### src/mtm_pkg.sv
package mtm_pkg;

	// Channel count of the score and volume reset value
	localparam int unsigned NUM_CHANNELS = 16;
	localparam logic [7:0]  VOL_RESET    = 8'd64;

	// Parser phase
	typedef enum logic [2:0] {
		PH_DESC  = 3'd0,
		PH_NOTE  = 3'd1,
		PH_VOL   = 3'd2,
		PH_CNUM  = 3'd3,
		PH_CVAL  = 3'd4,
		PH_PITCH = 3'd5,
		PH_SYS   = 3'd6,
		PH_DELAY = 3'd7
	} mtm_phase_t;

	// Result kinds
	localparam logic [1:0] KIND_MIDI  = 2'd0;
	localparam logic [1:0] KIND_END   = 2'd1;
	localparam logic [1:0] KIND_ERROR = 2'd2;

	// MUS event types
	localparam logic [2:0] TYPE_RELEASE = 3'd0;
	localparam logic [2:0] TYPE_PLAY    = 3'd1;
	localparam logic [2:0] TYPE_PITCH   = 3'd2;
	localparam logic [2:0] TYPE_SYS     = 3'd3;
	localparam logic [2:0] TYPE_CTRL    = 3'd4;
	localparam logic [2:0] TYPE_END     = 3'd6;

	// MIDI status types
	localparam logic [7:0] MIDI_NOTE_OFF = 8'h80;
	localparam logic [7:0] MIDI_NOTE_ON  = 8'h90;
	localparam logic [7:0] MIDI_CTRL     = 8'hb0;
	localparam logic [7:0] MIDI_PROGRAM  = 8'hc0;
	localparam logic [7:0] MIDI_PITCH    = 8'he0;

	localparam logic [3:0] CH_DRUM_MUS  = 4'd15;
	localparam logic [3:0] CH_DRUM_MIDI = 4'd9;
	localparam logic [7:0] VEL_MAX      = 8'd127;

	// One result item
	typedef struct packed {
		logic [1:0]  kind;
		logic [31:0] delta;
		logic [7:0]  status;
		logic [7:0]  d1;
		logic [7:0]  d2;
	} mtm_result_t;

	// MUS controller number to MIDI controller number
	function automatic logic [7:0] map_ctrl(input logic [7:0] n);
		logic [7:0] m;
		begin
			case (n)
				8'd0:  m = 8'd0;
				8'd1:  m = 8'd0;
				8'd2:  m = 8'd1;
				8'd3:  m = 8'd7;
				8'd4:  m = 8'd10;
				8'd5:  m = 8'd11;
				8'd6:  m = 8'd91;
				8'd7:  m = 8'd93;
				8'd8:  m = 8'd64;
				8'd9:  m = 8'd67;
				8'd10: m = 8'd120;
				8'd11: m = 8'd123;
				8'd12: m = 8'd126;
				8'd13: m = 8'd127;
				8'd14: m = 8'd121;
				default: m = 8'd0;
			endcase
			return m;
		end
	endfunction

	// Swap MUS percussion channel with MIDI percussion channel
	function automatic logic [3:0] remap_ch(input logic [3:0] ch);
		logic [3:0] r;
		begin
			if (ch == CH_DRUM_MUS) begin
				r = CH_DRUM_MIDI;
			end else if (ch == CH_DRUM_MIDI) begin
				r = CH_DRUM_MUS;
			end else begin
				r = ch;
			end
			return r;
		end
	endfunction

endpackage

### src/mtm_vol_table.sv
module mtm_vol_table #(
	parameter int unsigned NumCh = mtm_pkg::NUM_CHANNELS
) (
	input  logic                     clk,
	input  logic                     arst_n,
	input  logic                     wr_en,
	input  logic [$clog2(NumCh)-1:0] wr_addr,
	input  logic [7:0]               wr_data,
	input  logic [$clog2(NumCh)-1:0] rd_addr,
	output logic [7:0]               rd_data
);
	import mtm_pkg::*;

	logic [7:0] vol_q [NumCh];

	// Per-channel volume, reset to default level
	always_ff @(posedge clk or negedge arst_n) begin
		if (!arst_n) begin
			for (int i = 0; i < NumCh; i++) begin
				vol_q[i] <= VOL_RESET;
			end
		end else if (wr_en) begin
			vol_q[wr_addr] <= wr_data;
		end
	end

	assign rd_data = vol_q[rd_addr];

endmodule

### src/mtm_parser.sv
module mtm_parser #(
	parameter int unsigned NumCh = mtm_pkg::NUM_CHANNELS
) (
	input  logic                 clk,
	input  logic                 arst_n,
	input  logic                 step,
	input  logic [7:0]           mus_byte,
	input  logic                 start_of_score,
	input  logic                 volume_shift,
	output logic                 res_valid,
	output mtm_pkg::mtm_result_t res
);
	import mtm_pkg::*;

	localparam int unsigned IdxW = $clog2(NumCh);

	mtm_phase_t  phase_q, phase_d;
	logic [2:0]  event_type_q, event_type_d;
	logic [3:0]  event_channel_q, event_channel_d;
	logic        group_last_q, group_last_d;
	logic [7:0]  first_param_q, first_param_d;
	logic [31:0] pending_delay_q, pending_delay_d;
	logic        halted_q, halted_d;

	logic        vol_wr;
	logic [7:0]  vol_rd;
	logic [7:0]  vol_cur;
	logic [8:0]  vol_shifted;
	logic [7:0]  velocity;
	mtm_phase_t  ph_eff;
	logic [31:0] pd_eff;
	logic        halt_eff;
	logic [7:0]  status_ch;
	mtm_phase_t  after_emit;

	mtm_vol_table #(.NumCh(NumCh)) u_vol (
		.clk     (clk),
		.arst_n  (arst_n),
		.wr_en   (vol_wr),
		.wr_addr (event_channel_q[IdxW-1:0]),
		.wr_data (mus_byte),
		.rd_addr (event_channel_q[IdxW-1:0]),
		.rd_data (vol_rd)
	);

	// Velocity: new volume byte bypasses the table, shift and saturate
	always_comb begin
		vol_cur     = (phase_q == PH_VOL) ? mus_byte : vol_rd;
		vol_shifted = volume_shift ? {vol_cur, 1'b0} : {1'b0, vol_cur};
		velocity    = (vol_shifted > {1'b0, VEL_MAX}) ? VEL_MAX : vol_shifted[7:0];
	end

	assign status_ch  = {4'd0, remap_ch(event_channel_q)};
	assign after_emit = group_last_q ? PH_DELAY : PH_DESC;

	// Parser step for one item
	always_comb begin
		ph_eff   = start_of_score ? PH_DESC : phase_q;
		pd_eff   = start_of_score ? 32'd0 : pending_delay_q;
		halt_eff = start_of_score ? 1'b0 : halted_q;

		phase_d         = ph_eff;
		event_type_d    = event_type_q;
		event_channel_d = event_channel_q;
		group_last_d    = group_last_q;
		first_param_d   = first_param_q;
		pending_delay_d = pd_eff;
		halted_d        = halt_eff;
		vol_wr          = 1'b0;
		res_valid       = 1'b0;
		res.kind        = KIND_MIDI;
		res.delta       = pd_eff;
		res.status      = 8'd0;
		res.d1          = 8'd0;
		res.d2          = 8'd0;

		if (!halt_eff) begin
			case (ph_eff)
				PH_DESC: begin
					event_channel_d = mus_byte[3:0];
					event_type_d    = mus_byte[6:4];
					group_last_d    = mus_byte[7];
					case (mus_byte[6:4])
						TYPE_RELEASE, TYPE_PLAY: phase_d = PH_NOTE;
						TYPE_PITCH:              phase_d = PH_PITCH;
						TYPE_SYS:                phase_d = PH_SYS;
						TYPE_CTRL:               phase_d = PH_CNUM;
						TYPE_END: begin
							halted_d  = 1'b1;
							phase_d   = PH_DESC;
							res_valid = 1'b1;
							res.kind  = KIND_END;
						end
						default: begin
							halted_d  = 1'b1;
							phase_d   = PH_DESC;
							res_valid = 1'b1;
							res.kind  = KIND_ERROR;
						end
					endcase
				end
				PH_NOTE: begin
					if (event_type_q == TYPE_RELEASE) begin
						res_valid  = 1'b1;
						res.status = MIDI_NOTE_OFF | status_ch;
						res.d1     = mus_byte;
					end else begin
						first_param_d = mus_byte;
						if (mus_byte[7]) begin
							phase_d = PH_VOL;
						end else begin
							res_valid  = 1'b1;
							res.status = MIDI_NOTE_ON | status_ch;
							res.d1     = {1'b0, mus_byte[6:0]};
							res.d2     = velocity;
						end
					end
				end
				PH_VOL: begin
					vol_wr     = 1'b1;
					res_valid  = 1'b1;
					res.status = MIDI_NOTE_ON | status_ch;
					res.d1     = {1'b0, first_param_q[6:0]};
					res.d2     = velocity;
				end
				PH_CNUM: begin
					first_param_d = mus_byte;
					phase_d       = PH_CVAL;
				end
				PH_CVAL: begin
					res_valid = 1'b1;
					if (first_param_q == 8'd0) begin
						res.status = MIDI_PROGRAM | status_ch;
						res.d1     = mus_byte;
					end else begin
						res.status = MIDI_CTRL | status_ch;
						res.d1     = map_ctrl(first_param_q);
						res.d2     = mus_byte;
					end
				end
				PH_PITCH: begin
					res_valid  = 1'b1;
					res.status = MIDI_PITCH | status_ch;
					res.d1     = {1'b0, mus_byte[0], 6'd0};
					res.d2     = {1'b0, mus_byte[7:1]};
				end
				PH_SYS: begin
					res_valid  = 1'b1;
					res.status = MIDI_CTRL | status_ch;
					res.d1     = map_ctrl(mus_byte);
				end
				PH_DELAY: begin
					pending_delay_d = {pd_eff[24:0], mus_byte[6:0]};
					if (!mus_byte[7]) begin
						phase_d = PH_DESC;
					end
				end
				default: phase_d = PH_DESC;
			endcase

			// MIDI events return to descriptor or delay, every result clears delay
			if (res_valid) begin
				pending_delay_d = 32'd0;
				if (res.kind == KIND_MIDI) begin
					phase_d = after_emit;
				end
			end
		end

		// Volume write only on a real step
		vol_wr = vol_wr && step;
	end

	// Parser state
	always_ff @(posedge clk or negedge arst_n) begin
		if (!arst_n) begin
			phase_q         <= PH_DESC;
			event_type_q    <= 3'd0;
			event_channel_q <= 4'd0;
			group_last_q    <= 1'b0;
			first_param_q   <= 8'd0;
			pending_delay_q <= 32'd0;
			halted_q        <= 1'b0;
		end else if (step) begin
			phase_q         <= phase_d;
			event_type_q    <= event_type_d;
			event_channel_q <= event_channel_d;
			group_last_q    <= group_last_d;
			first_param_q   <= first_param_d;
			pending_delay_q <= pending_delay_d;
			halted_q        <= halted_d;
		end
	end

endmodule

### src/mus_to_midi_event_converter_top.sv
// MUS to MIDI event converter, one score byte per item.
// Path: an accepted byte waits in the input register, and the parser pass on
// it loads the output register once that register is free or being emptied.
// Throughput: one byte per cycle while the output is not stalled, set by the single parser pass per byte.
// Reset: parser idle waiting for a descriptor, delay cleared, all channel
// volumes 64, volume shift 0.
module mus_to_midi_event_converter_top #(
	parameter int unsigned NUM_CHANNELS = mtm_pkg::NUM_CHANNELS
) (
	input  logic        clk,
	input  logic        arst_n,
	input  logic        cfg_valid,
	output logic        cfg_ready,
	input  logic        cfg_data,
	input  logic        in_valid,
	output logic        in_stall,
	input  logic [7:0]  mus_byte,
	input  logic        start_of_score,
	output logic        out_valid,
	input  logic        out_stall,
	output logic [1:0]  result_kind,
	output logic [31:0] delta_ticks,
	output logic [7:0]  status_byte,
	output logic [7:0]  data_one,
	output logic [7:0]  data_two
);
	import mtm_pkg::*;

	logic        volume_shift_q;
	logic        valid_s1;
	logic [7:0]  byte_s1;
	logic        start_s1;
	logic        advance;
	logic        in_take;
	logic        res_valid;
	mtm_result_t res;
	mtm_result_t res_q;
	logic        out_valid_q;

	assign cfg_ready = 1'b1;

	// Volume shift register
	always_ff @(posedge clk or negedge arst_n) begin
		if (!arst_n) begin
			volume_shift_q <= 1'b0;
		end else if (cfg_valid && cfg_ready) begin
			volume_shift_q <= cfg_data;
		end
	end

	// Held byte moves on when the output register is free or being emptied
	assign advance  = valid_s1 && (!out_valid_q || !out_stall);
	assign in_stall = valid_s1 && !advance;
	assign in_take  = in_valid && !in_stall;

	// Input register
	always_ff @(posedge clk or negedge arst_n) begin
		if (!arst_n) begin
			valid_s1 <= 1'b0;
		end else if (in_take) begin
			valid_s1 <= 1'b1;
		end else if (advance) begin
			valid_s1 <= 1'b0;
		end
	end

	always_ff @(posedge clk) begin
		if (in_take) begin
			byte_s1  <= mus_byte;
			start_s1 <= start_of_score;
		end
	end

	mtm_parser #(.NumCh(NUM_CHANNELS)) u_parser (
		.clk            (clk),
		.arst_n         (arst_n),
		.step           (advance),
		.mus_byte       (byte_s1),
		.start_of_score (start_s1),
		.volume_shift   (volume_shift_q),
		.res_valid      (res_valid),
		.res            (res)
	);

	// Output register
	always_ff @(posedge clk or negedge arst_n) begin
		if (!arst_n) begin
			out_valid_q <= 1'b0;
		end else if (advance && res_valid) begin
			out_valid_q <= 1'b1;
		end else if (!out_stall) begin
			out_valid_q <= 1'b0;
		end
	end

	always_ff @(posedge clk) begin
		if (advance && res_valid) begin
			res_q <= res;
		end
	end

	assign out_valid   = out_valid_q;
	assign result_kind = res_q.kind;
	assign delta_ticks = res_q.delta;
	assign status_byte = res_q.status;
	assign data_one    = res_q.d1;
	assign data_two    = res_q.d2;

endmodule

### config.mk
export PLATFORM = sky130hd
export DESIGN_NAME = mus_to_midi_event_converter_top
export DESIGN_NICKNAME = d
export VERILOG_FILES = /design/src/mtm_pkg.sv /design/src/mtm_vol_table.sv /design/src/mtm_parser.sv /design/src/mus_to_midi_event_converter_top.sv
export SDC_FILE = /design/constraint.sdc
export NUM_CORES = 1
export LEC_CHECK = 0
export BUFFER_PORTS_ARGS = -buffer_cell sky130_fd_sc_hd__buf_4
export CORE_MARGIN = 1.5
export CORE_UTILIZATION = 51
export CTS_CLUSTER_DIAMETER = 100
export CTS_CLUSTER_SIZE = 8
export DETAILED_ROUTE_END_ITERATION = 7
export GPL_TIMING_DRIVEN = 0
export HOLD_SLACK_MARGIN = 0.02
export PLACE_DENSITY = 0.69
export REMOVE_ABC_BUFFERS = 1
export SYNTH_ARGS = -nofsm -noshare
export SYNTH_HDL_FRONTEND = slang
export SYNTH_HIERARCHICAL = 1
export SYNTH_SLANG_ARGS = --single-unit
### constraint.sdc
create_clock -name clk -period 12.56 [get_ports clk]
set_input_delay 2.512 -clock clk [delete_from_list [all_inputs] [get_ports clk]]
set_output_delay 2.512 -clock clk [all_outputs]
set_load 0.005 [all_outputs]
==> metrics.yaml, run 1 <==
finish:
  drive_gt1_frac: 0.3571
  nNetsFinal: 948
  utilization: 0.6032
  area_delta_synth_final_pct: 15.15
  num_antenna_cells: 0
routing:
  firstDrtPassIters: 5
  wl_per_cell_um: 20.42
  drt_iter0_markers: 555
  drc: 0
  detail-route-antenna-nets: 0
  wl_um: 25830
  viasPerCell: 5.875
  vias: 7432
status:
  status: "finished, final reports clean"
setup_path:
  crit_arrival_ps: 2900
  worstPathRequired_ps: 10050
  critPathBufInv: 3
  crit_path_top_delay_cell: "buf_4"
  critPathMaxFanout: 3
  cp-end-kind: "output port"
  start_kind: "input pin"
  criticalPathCategory: "input pin to output port"
  slowest_delay_ps: 130
  cp_top_family: "buffers and inverters"
  cp_common_cell: "buf_4"
  crit_path_cell_trace: "buf_4 -> nand3_2 -> inv_1 -> buf_4"
synthesis:
  ys_top_cells_by_area: "dfrtp_1 (35%), edfxtp_1 (17%), mux2_2 (12%)"
  synth.top_cells.by_count: "dfrtp_1 (167), mux2_2 (124), edfxtp_1 (67)"
  synth_top_area_share: 0.3502
  synthFlopType: "dfrtp_1"
  ys_seq_area_frac: 0.5541
  syn-cell-area_um2: 11930
  ys_warn_count: 6
  synth_top_cell_by_area: "dfrtp_1"
  synth-edff-count: 67
  postSynthCellCount: 874
  synth-async-reset-ratio: 0.7320
  synth.avg_cell_area_um2: 13.65
  synth_most_common_cell: "dfrtp_1"
  synth.distinct_cells: 77
  ys_ff_latch: 250
clock_tree:
  clock_sink_count: 250
  insertion_delay_ps: 510
  clkTransAtPathRegs_ps: 60
  max-clock-path-buffers: 3
  cts_tree: "built"
  post_cts_buffers: 0
  cts_buffers: 37
  cts-root-buf: "clkbuf_16"
  cts_resized: 0
  htree_levels: 2
  postCtsHoldBufs: 0
sta:
  min_period_ps: 5409
  hold_violations: 0
  finalClockSkew_ps: 17.03
  tightest_slew_ps: 1322
  finalSetupTns_ps: 0
  max_slew_margin: 0.1190
  rsz0062_at_grt: "false"
  setup_viol: 0
  slew_viol_final: 0
  fmax_mhz: 184.9
  fin_crit_sh: 0.4306
die:
  start_util: 0.5239
  die_w_um: 156.0
  die-area_um2: 24320
  ioPinCount: 76
  coreArea_um2: 22780
  rows: 55
  die-height_um: 156.0
min_path:
  hold_path_class: "register to register"
power:
  p_per_area_nw_per_um2: 199.4
  leakage_nw: 5.836
  vdd_drop_max_uv: 91.94
place:
  post-dp-hpwl_um: 15800
  io_buffers: 74
  gp_congestion: 0.8604
global_route:
  overflow: 0
  grt_pass1_wl_um: 41190
  track_usage: 0.2176
  grt_max_degree: 97
  grt_pass1_vias: 7421
  antenna_found_initial: 0
job:
  max-cap-violations: 0
-- tightest hold or removal path: stages, from the launching register on --
cell and delay, ps:
dfrtp_1 340, nand2_1 50, o21ai_1 60
-- placed cells by master, fill, tap and decap left out, types with 16 or more instances in the layout --
master / count
nor2b_1: 39
clkbuf_16: 37
buf_4: 73
dfstp_2: 16
a22oi_1: 45
clkbuf_1: 24
o21ai_0: 22
mux2_2: 124
edfxtp_1: 67
nor2_1: 30
nand2_1: 53
mux4_2: 33
o2bb2ai_1: 25
a21oi_1: 19
dfrtp_1: 165
-- cell type report --
type / count / area (um^2)
Fill cell: 1757 / 9037
Sequential cell: 250 / 6614
Multi-Input combinational cell: 544 / 4927
Timing Repair Buffer: 80 / 713.2
Clock buffer: 61 / 1016
Clock inverter: 3 / 26.28
Tap cell: 313 / 391.6
Inverter: 14 / 52.55
-- routing by layer --
| layer | global-route usage | routed length [um] | vias to the layer above |
|---|---|---|---|
| met5 | 0 | 0 | - |
| met4 | 0.06485 | 545 | 0 |
| met3 | 0.03333 | 1114 | 40 |
| met2 | 0.3443 | 12310 | 201 |
| met1 | 0.3122 | 11860 | 3776 |
| li1 | - | - | 3415 |
-- metrics by stage --
step           cells  setup WS (ps)  power (mW)  hold slack (ps)  area [um^2]
2_1_floorplan    808           6788       1.625            449.2        11580
3_3_place_gp    1195           5540       1.820            465.8        12530
3_5_place_dp    1201           7053       1.855            469.4        12700
4_1_cts         1265           7149       2.758            481.7        13740
5_1_grt         1265           7133       2.880            516.2        13740
6_report        1265           7151       2.740            493.2        13740
-- final timing paths --
kind | from | endpoint | slack, ps | depth (start not counted)
min in group asynchronous | arst_n | u_parser/u_vol/vol_q[3]$_DFFE_PN0P_ | 2030 | 1
min reg2reg | u_parser/group_last_q$_DFFE_PN0P_ | u_parser/group_last_q$_DFFE_PN0P_ | 490 | 2
max reg2reg | u_parser/event_channel_q[0]$_DFFE_PN0P_ | data_two[2]$_DFFE_PP_ | 8910 | 8
max in group asynchronous | arst_n | u_parser/event_channel_q[0]$_DFFE_PN0P_ | 9640 | 2
max | out_stall | in_stall | 7150 | 4
min | u_parser/group_last_q$_DFFE_PN0P_ | u_parser/group_last_q$_DFFE_PN0P_ | 490 | 2
-- flip-flops by register name (all words and copies together) (netlist names), 3 cells and up --
signal and flops:
data_one 8, u_parser/first_param_q 8, u_parser/pending_delay_q 32, byte_s1 8
u_parser/event_channel_q 4, delta_ticks 32, u_parser/phase_q 3, u_parser/event_type_q 3
u_parser/u_vol/vol_q 128, data_two 8, status_byte 8
-- report_power, final --
part	internal (mW)	switching (mW)	total, mW
clock	0.548	0.340	0.888
combinational	0.344	0.309	0.653
sequential	1.01	0.187	1.20
-- cells by family (layout without fill, tap and decap cells) --
logic type               after synthesis  after routing  share of synthesized area
flip-flops                           250            250                     0.5541
buffers and inverters                 80            158                    0.03397
adder cells (fa/ha/maj)                7              7                   0.007130
other                                  1              1                  0.0003143
AND/OR/NAND/NOR                      196            196                    0.09689
AO/OA/AOI/OAI                        166            166                     0.1028
multiplexers                         173            173                     0.2042
XOR/XNOR                               1              1                  0.0007341
(Power assumes the default switching activity.)
==> run 2: changes to the inputs <==
Settings changed: PLACE_DENSITY 0.69 to 0.72.
Clock period 12.56 ns to 4.56 ns, I/O delays scaled along.
==> metrics.yaml, run 2 (synthesis gave the netlist of run 1 again) <==
clock_tree:
  cts_buffers: 37  # unchanged
  post_cts_buffers: 0  # unchanged
  insertion_delay_ps: 510  # about the same
  postCtsHoldBufs: 0  # unchanged
  cts_resized: 0  # unchanged
  clkTransAtPathRegs_ps: 50  # was 60 ps
  clock_sink_count: 250  # unchanged
  max-clock-path-buffers: 3  # unchanged
  htree_levels: 2  # unchanged
  cts-root-buf: "clkbuf_16"  # unchanged
  cts_tree: "built"  # unchanged
setup_path:
  r2r_cells: 8  # unchanged
  criticalPathCategory: "register to register"  # was input pin to output port
  worstPathRequired_ps: 4790  # was 10,050 ps
  cp_top_family: "multiplexers"  # was buffers and inverters
  slowest_delay_ps: 830  # was 130 ps
  start_kind: "register"  # was input pin
  crit_path_cell_trace: "buf_12 -> mux4_2 -> a22oi_1 -> nand2_1 -> mux4_1 -> or3_1 -> a222oi_1 -> nor2_1"  # was buf_4 -> nand3_2 -> inv_1 -> buf_4
  critPathBufInv: 1  # was 3
  critPathMaxFanout: 23  # was 3
  crit_arrival_ps: 3940  # was 2900 ps
  cp.depth: 8  # was 4
  crit_path_top_delay_cell: "dfrtp_2"  # was buf_4
  cp-end-kind: "register"  # was output port
die:
  rows: 55  # unchanged
  die-area_um2: 24320  # unchanged
  die_w_um: 156.0  # unchanged
  start_util: 0.5239  # unchanged
  coreArea_um2: 22780  # unchanged
  die-height_um: 156.0  # unchanged
  ioPinCount: 76  # unchanged
global_route:
  grt_pass1_wl_um: 41790  # was 41,190 um
  track_usage: 0.2191  # was 0.2176
  grt_pass1_vias: 7592  # was 7,421
  antenna_found_initial: 0  # unchanged
  overflow: 0  # unchanged
  grt_max_degree: 100  # was 97
min_path:
  hold_path_class: "input pin to async pin"  # was register to register
place:
  io_buffers: 74  # unchanged
  gp_congestion: 0.8562  # was 0.8604
  post-dp-hpwl_um: 15860  # was 15,800 um
  pre_cts_slack_ps: 668.4  # was 7053 ps
sta:
  fmax_mhz: 269.8
  max_slew_margin: 0.1126  # was 0.1190
  tightest_slew_ps: 1331  # was 1322 ps
  hold_violations: 0  # unchanged
  fin_crit_sh: 0.8129
  setup_viol: 0  # unchanged
  finalClockSkew_ps: 11.79  # was 17.03 ps
  min_period_ps: 3707
  slew_viol_final: 0  # unchanged
  layout_setup_ws_ps: 853.1  # was 7151 ps
  rsz0062_at_grt: "false"  # unchanged
status:
  status: "finished, final reports clean"  # unchanged
routing:
  vias: 7561  # was 7,432
  viasPerCell: 5.968  # was 5.875
  wl_per_cell_um: 20.38  # was 20.42 um
  detail-route-antenna-nets: 0  # unchanged
  drt_iter0_markers: 643  # was 555
  firstDrtPassIters: 6  # was 5
  wl_um: 25820  # was 25,830 um
  drc: 0  # unchanged
power:
  seq_power_share: 0.433  # was 0.438
  p_per_area_nw_per_um2: 553.0  # was 199.4 nW/um^2
  power_mw: 7.620  # was 2.740 mW
  internal_power_mw: 5.286  # was 1.904 mW
  p_clk_frac: 0.330  # was 0.324
  switchingPower_mw: 2.334  # was 0.8356 mW
  vdd_drop_max_uv: 252.1  # was 91.94 uV
  leakage_nw: 5.855  # was 5.836 nW
  pwr-share-comb: 0.237  # was 0.238
  switching_share: 0.3063  # was 0.3050
finish:
  area_delta_synth_final_pct: 15.49  # was 15.15%
  nNetsFinal: 948  # unchanged
  most-common-layout-cells: "dfrtp_1 (165), mux2_2 (124), buf_4 (73)"  # unchanged
  largest_reg_flops: 128  # unchanged
  drive_gt1_frac: 0.3574  # was 0.3571
  top_register: "u_parser/u_vol/vol_q"  # unchanged
  final_common_cell: "dfrtp_1"  # unchanged
  utilization: 0.6050  # was 0.6032
  num_antenna_cells: 0  # unchanged
job:
  max-cap-violations: 0  # unchanged
## run 2: per-layer routing
metal | vias up | global-route usage | wire length [um]
li1 | 3401 | - | -
met1 | 3833 | 0.3085 | 11580
met5 | - | 0 | 0
met3 | 39 | 0.04194 | 1474
met2 | 288 | 0.3399 | 12170
met4 | 0 | 0.08027 | 599
## run 2: final timing paths
kind                                                    startpoint                              endpoint  slack [ps]
max                        u_parser/event_channel_q[0]$_DFFE_PN0P_                 data_two[5]$_DFFE_PP_         850
min                                                         arst_n  u_parser/u_vol/vol_q[36]$_DFFE_PN0P_         430
max reg2reg                u_parser/event_channel_q[0]$_DFFE_PN0P_                 data_two[5]$_DFFE_PP_         850
min reg2reg                      u_parser/group_last_q$_DFFE_PN0P_     u_parser/group_last_q$_DFFE_PN0P_         490
max in group asynchronous                                   arst_n  u_parser/u_vol/vol_q[94]$_DFFE_PN1P_        3270
min in group clk                 u_parser/group_last_q$_DFFE_PN0P_     u_parser/group_last_q$_DFFE_PN0P_         490
## run 2: cell type report
cell class	count	area (um^2)
Tap cell	313	391.6
Clock inverter	3	45.04
Fill cell	1751	8997
Multi-Input combinational cell	544	4927
Clock buffer	63	1045
Timing Repair Buffer	80	705.7
Inverter	14	52.55
Sequential cell	250	6614
## run 2: stage by stage
stage / cell area (um^2) / cells / hold slack [ps] / setup TNS [ps]
5_1_grt: 13780 / 1267 / 498.4 / 0
3_3_place_gp: 12530 / 1195 / 469.4 / -143030
4_1_cts: 13780 / 1267 / 461.8 / 0
3_5_place_dp: 12690 / 1201 / 477.9 / 0
6_report: 13780 / 1267 / 429.1 / 0
2_1_floorplan: 11580 / 808 / 449.2 / -49760
## run 2: power groups by stage
stage,Sequential [mW],Combinational [mW],Clock [mW]
global route,3.37,1.95,2.67
CTS,3.29,1.80,2.57
floorplan,3.24,1.24,0
finish,3.30,1.80,2.52
detailed placement,3.33,1.79,0
global placement,3.42,1.59,0
==> run 3: changes to the inputs <==
Settings changed: PLACE_DENSITY 0.72 to 0.69.
Clock period 4.56 ns to 3.5 ns, I/O delays scaled along.
==> metrics.yaml, run 3 (synthesis gave the netlist of run 1 again) <==
status:
  status: "finished, final reports clean"  # unchanged
clock_tree:
  cts-root-buf: "clkbuf_16"  # unchanged
  insertion_delay_ps: 510  # about the same
  htree_levels: 2  # unchanged
  max-clock-path-buffers: 3  # unchanged
  clkTransAtPathRegs_ps: 50  # about the same
  postCtsHoldBufs: 0  # unchanged
  clock_sink_count: 250  # unchanged
  cts_buffers: 37  # unchanged
  cts_tree: "built"  # unchanged
global_route:
  overflow: 0  # unchanged
  grt_pass1_wl_um: 41210  # was 41,790 um
  antenna_found_initial: 0  # unchanged
  grt_pass1_vias: 7406  # was 7,592
  track_usage: 0.2178  # was 0.2191
  grt_max_degree: 97  # was 100
routing:
  vias: 7507  # was 7,561
  drt_iter0_markers: 580  # was 643
  firstDrtPassIters: 6  # unchanged
  drc: 0  # unchanged
  wl_per_cell_um: 20.46  # was 20.38 um
  viasPerCell: 5.920  # was 5.968
  wl_um: 25950  # was 25,820 um
  detail-route-antenna-nets: 0  # unchanged
job:
  max-cap-violations: 0  # unchanged
setup_path:
  cp-end-kind: "register"  # unchanged
  crit_arrival_ps: 3530  # was 3940 ps
  slowest_delay_ps: 880  # was 830 ps
  critPathMaxFanout: 18  # was 23
  cp_common_cell: "nor2_1"
  crit_path_top_delay_cell: "dfrtp_1"  # was dfrtp_2
  criticalPathCategory: "register to register"  # unchanged
  worstPathRequired_ps: 3710  # was 4790 ps
  start_kind: "register"  # unchanged
  crit_path_cell_trace: "nor2_1 -> a22oi_1 -> nand2_1 -> mux4_1 -> or3_1 -> a222oi_1 -> nor2_1"  # was buf_12 -> mux4_2 -> a22oi_1 -> nand2_1 -> mux4_1 -> or3_1 -> a222oi_1 -> nor2_1
finish:
  top_register: "u_parser/u_vol/vol_q"  # unchanged
  final_common_cell: "dfrtp_1"  # unchanged
  layout.cells.non_filler: 1268  # was 1,267
  final_area_um2: 13780  # about the same
  nFillCells: 1756  # was 1,751
  drive_gt1_frac: 0.3592  # was 0.3574
  nNetsFinal: 951  # was 948
  num_antenna_cells: 0  # unchanged
  area_delta_synth_final_pct: 15.51  # was 15.49%
  largest_reg_flops: 128  # unchanged
  utilization: 0.6051  # was 0.6050
  most-common-layout-cells: "dfrtp_1 (165), mux2_2 (124), buf_4 (75)"  # was dfrtp_1 (165), mux2_2 (124), buf_4 (73)
power:
  leakage_nw: 5.856  # was 5.855 nW
  vdd_drop_max_uv: 329.6  # was 252.1 uV
  switchingPower_mw: 3.004  # was 2.334 mW
  seq_power_share: 0.431  # was 0.433
  p_clk_frac: 0.323  # was 0.330
  internal_power_mw: 6.862  # was 5.286 mW
  p_per_area_nw_per_um2: 715.8  # was 553.0 nW/um^2
  power_mw: 9.866  # was 7.620 mW
  switching_share: 0.3045  # was 0.3063
  pwr-share-comb: 0.246  # was 0.237
place:
  gp_congestion: 0.8604  # was 0.8562
  io_buffers: 74  # unchanged
  numPlacedInstances: 1201  # unchanged
  post-dp-hpwl_um: 15800  # was 15,860 um
  pre_cts_slack_ps: -194.7  # was 668.4 ps
  place_area_um2: 12700  # was 12,690 um^2
die:
  die_w_um: 156.0  # unchanged
  coreArea_um2: 22780  # unchanged
  rows: 55  # unchanged
  die-area_um2: 24320  # unchanged
  die-height_um: 156.0  # unchanged
  ioPinCount: 76  # unchanged
  start_util: 0.5239  # unchanged
sta:
  rsz0062_at_grt: "false"  # unchanged
  fin_crit_sh: 0.9472  # was 0.8129
  finalClockSkew_ps: 17.17  # was 11.79 ps
  hold_violations: 0  # unchanged
  layout_setup_ws_ps: 184.8  # was 853.1 ps
  min_period_ps: 3315  # was 3707 ps
  tightest_slew_ps: 1296  # was 1331 ps
  max_slew_margin: 0.1360  # was 0.1126
  setup_viol: 0  # unchanged
  slew_viol_final: 0  # unchanged
  holdWs_ps: 207.5  # was 429.1 ps
  finalSetupTns_ps: 0  # unchanged
  fmax_mhz: 301.6  # was 269.8 MHz
min_path:
  hold_path_class: "input pin to async pin"  # unchanged
[run 3: area by class of cell]
cell class              count  area (um^2)  area share
repair buffers             83        748.2     0.05428
clock buffers              61         1016     0.07371
inverters                  14        52.55    0.003813
multi-input cells         544         4932      0.3578
well taps                 313        391.6     0.02841
flip-flops and latches    250         6616      0.4800
clock inverters             3        26.28    0.001906
[run 3: timing repair]
action                                  CTS  global route
resized for setup                         1             1
endpoints found under the hold margin     0             0
setup buffers                             1             2
endpoints found under the setup margin    5            52
[run 3: power groups by stage]
stage	logic [mW]	clock network, mW	registers, mW
2_1_floorplan	1.61	0	4.22
3_3_place_gp	2.08	0	4.45
3_5_place_dp	2.33	0	4.33
4_1_cts	2.41	3.27	4.25
5_1_grt	2.64	3.39	4.34
6_report	2.42	3.19	4.26
[run 3: metal layers]
layer  routed length (um)  track usage  vias up  part of all wire
li1                     -            -     3413                 -
met1                11750       0.3133     3799              0.45
met2                12380       0.3452      257              0.48
met3                 1313      0.03333       38             0.051
met4                  503      0.06168        0             0.019
met5                    0            0        -                 0
[run 3: worst paths after layout]
check                                                        startpoint                                       to  slack (ps)  cells past startpoint
worst max-delay path            u_parser/event_channel_q[2]$_DFFE_PN0P_                    data_two[2]$_DFFE_PP_         180                      7
worst min-delay path                                             arst_n      u_parser/u_vol/vol_q[3]$_DFFE_PN0P_         210                      1
worst max register to register  u_parser/event_channel_q[2]$_DFFE_PN0P_                    data_two[2]$_DFFE_PP_         180                      7
worst min register to register        u_parser/group_last_q$_DFFE_PN0P_        u_parser/group_last_q$_DFFE_PN0P_         480                      2
max in group asynchronous                                        arst_n  u_parser/event_channel_q[0]$_DFFE_PN0P_        2390                      2
min in group clk                                         start_of_score                       start_s1$_DFFE_PP_         370                      1
[run 3: worst max-delay path: cells and delay by family, from the launching register on]
kind               cells  cell delay [ps]
DFF                    1              880
and+or+nand+nor        4              940
AOI/OAI and AO/OA      2              720
muxes                  1              480
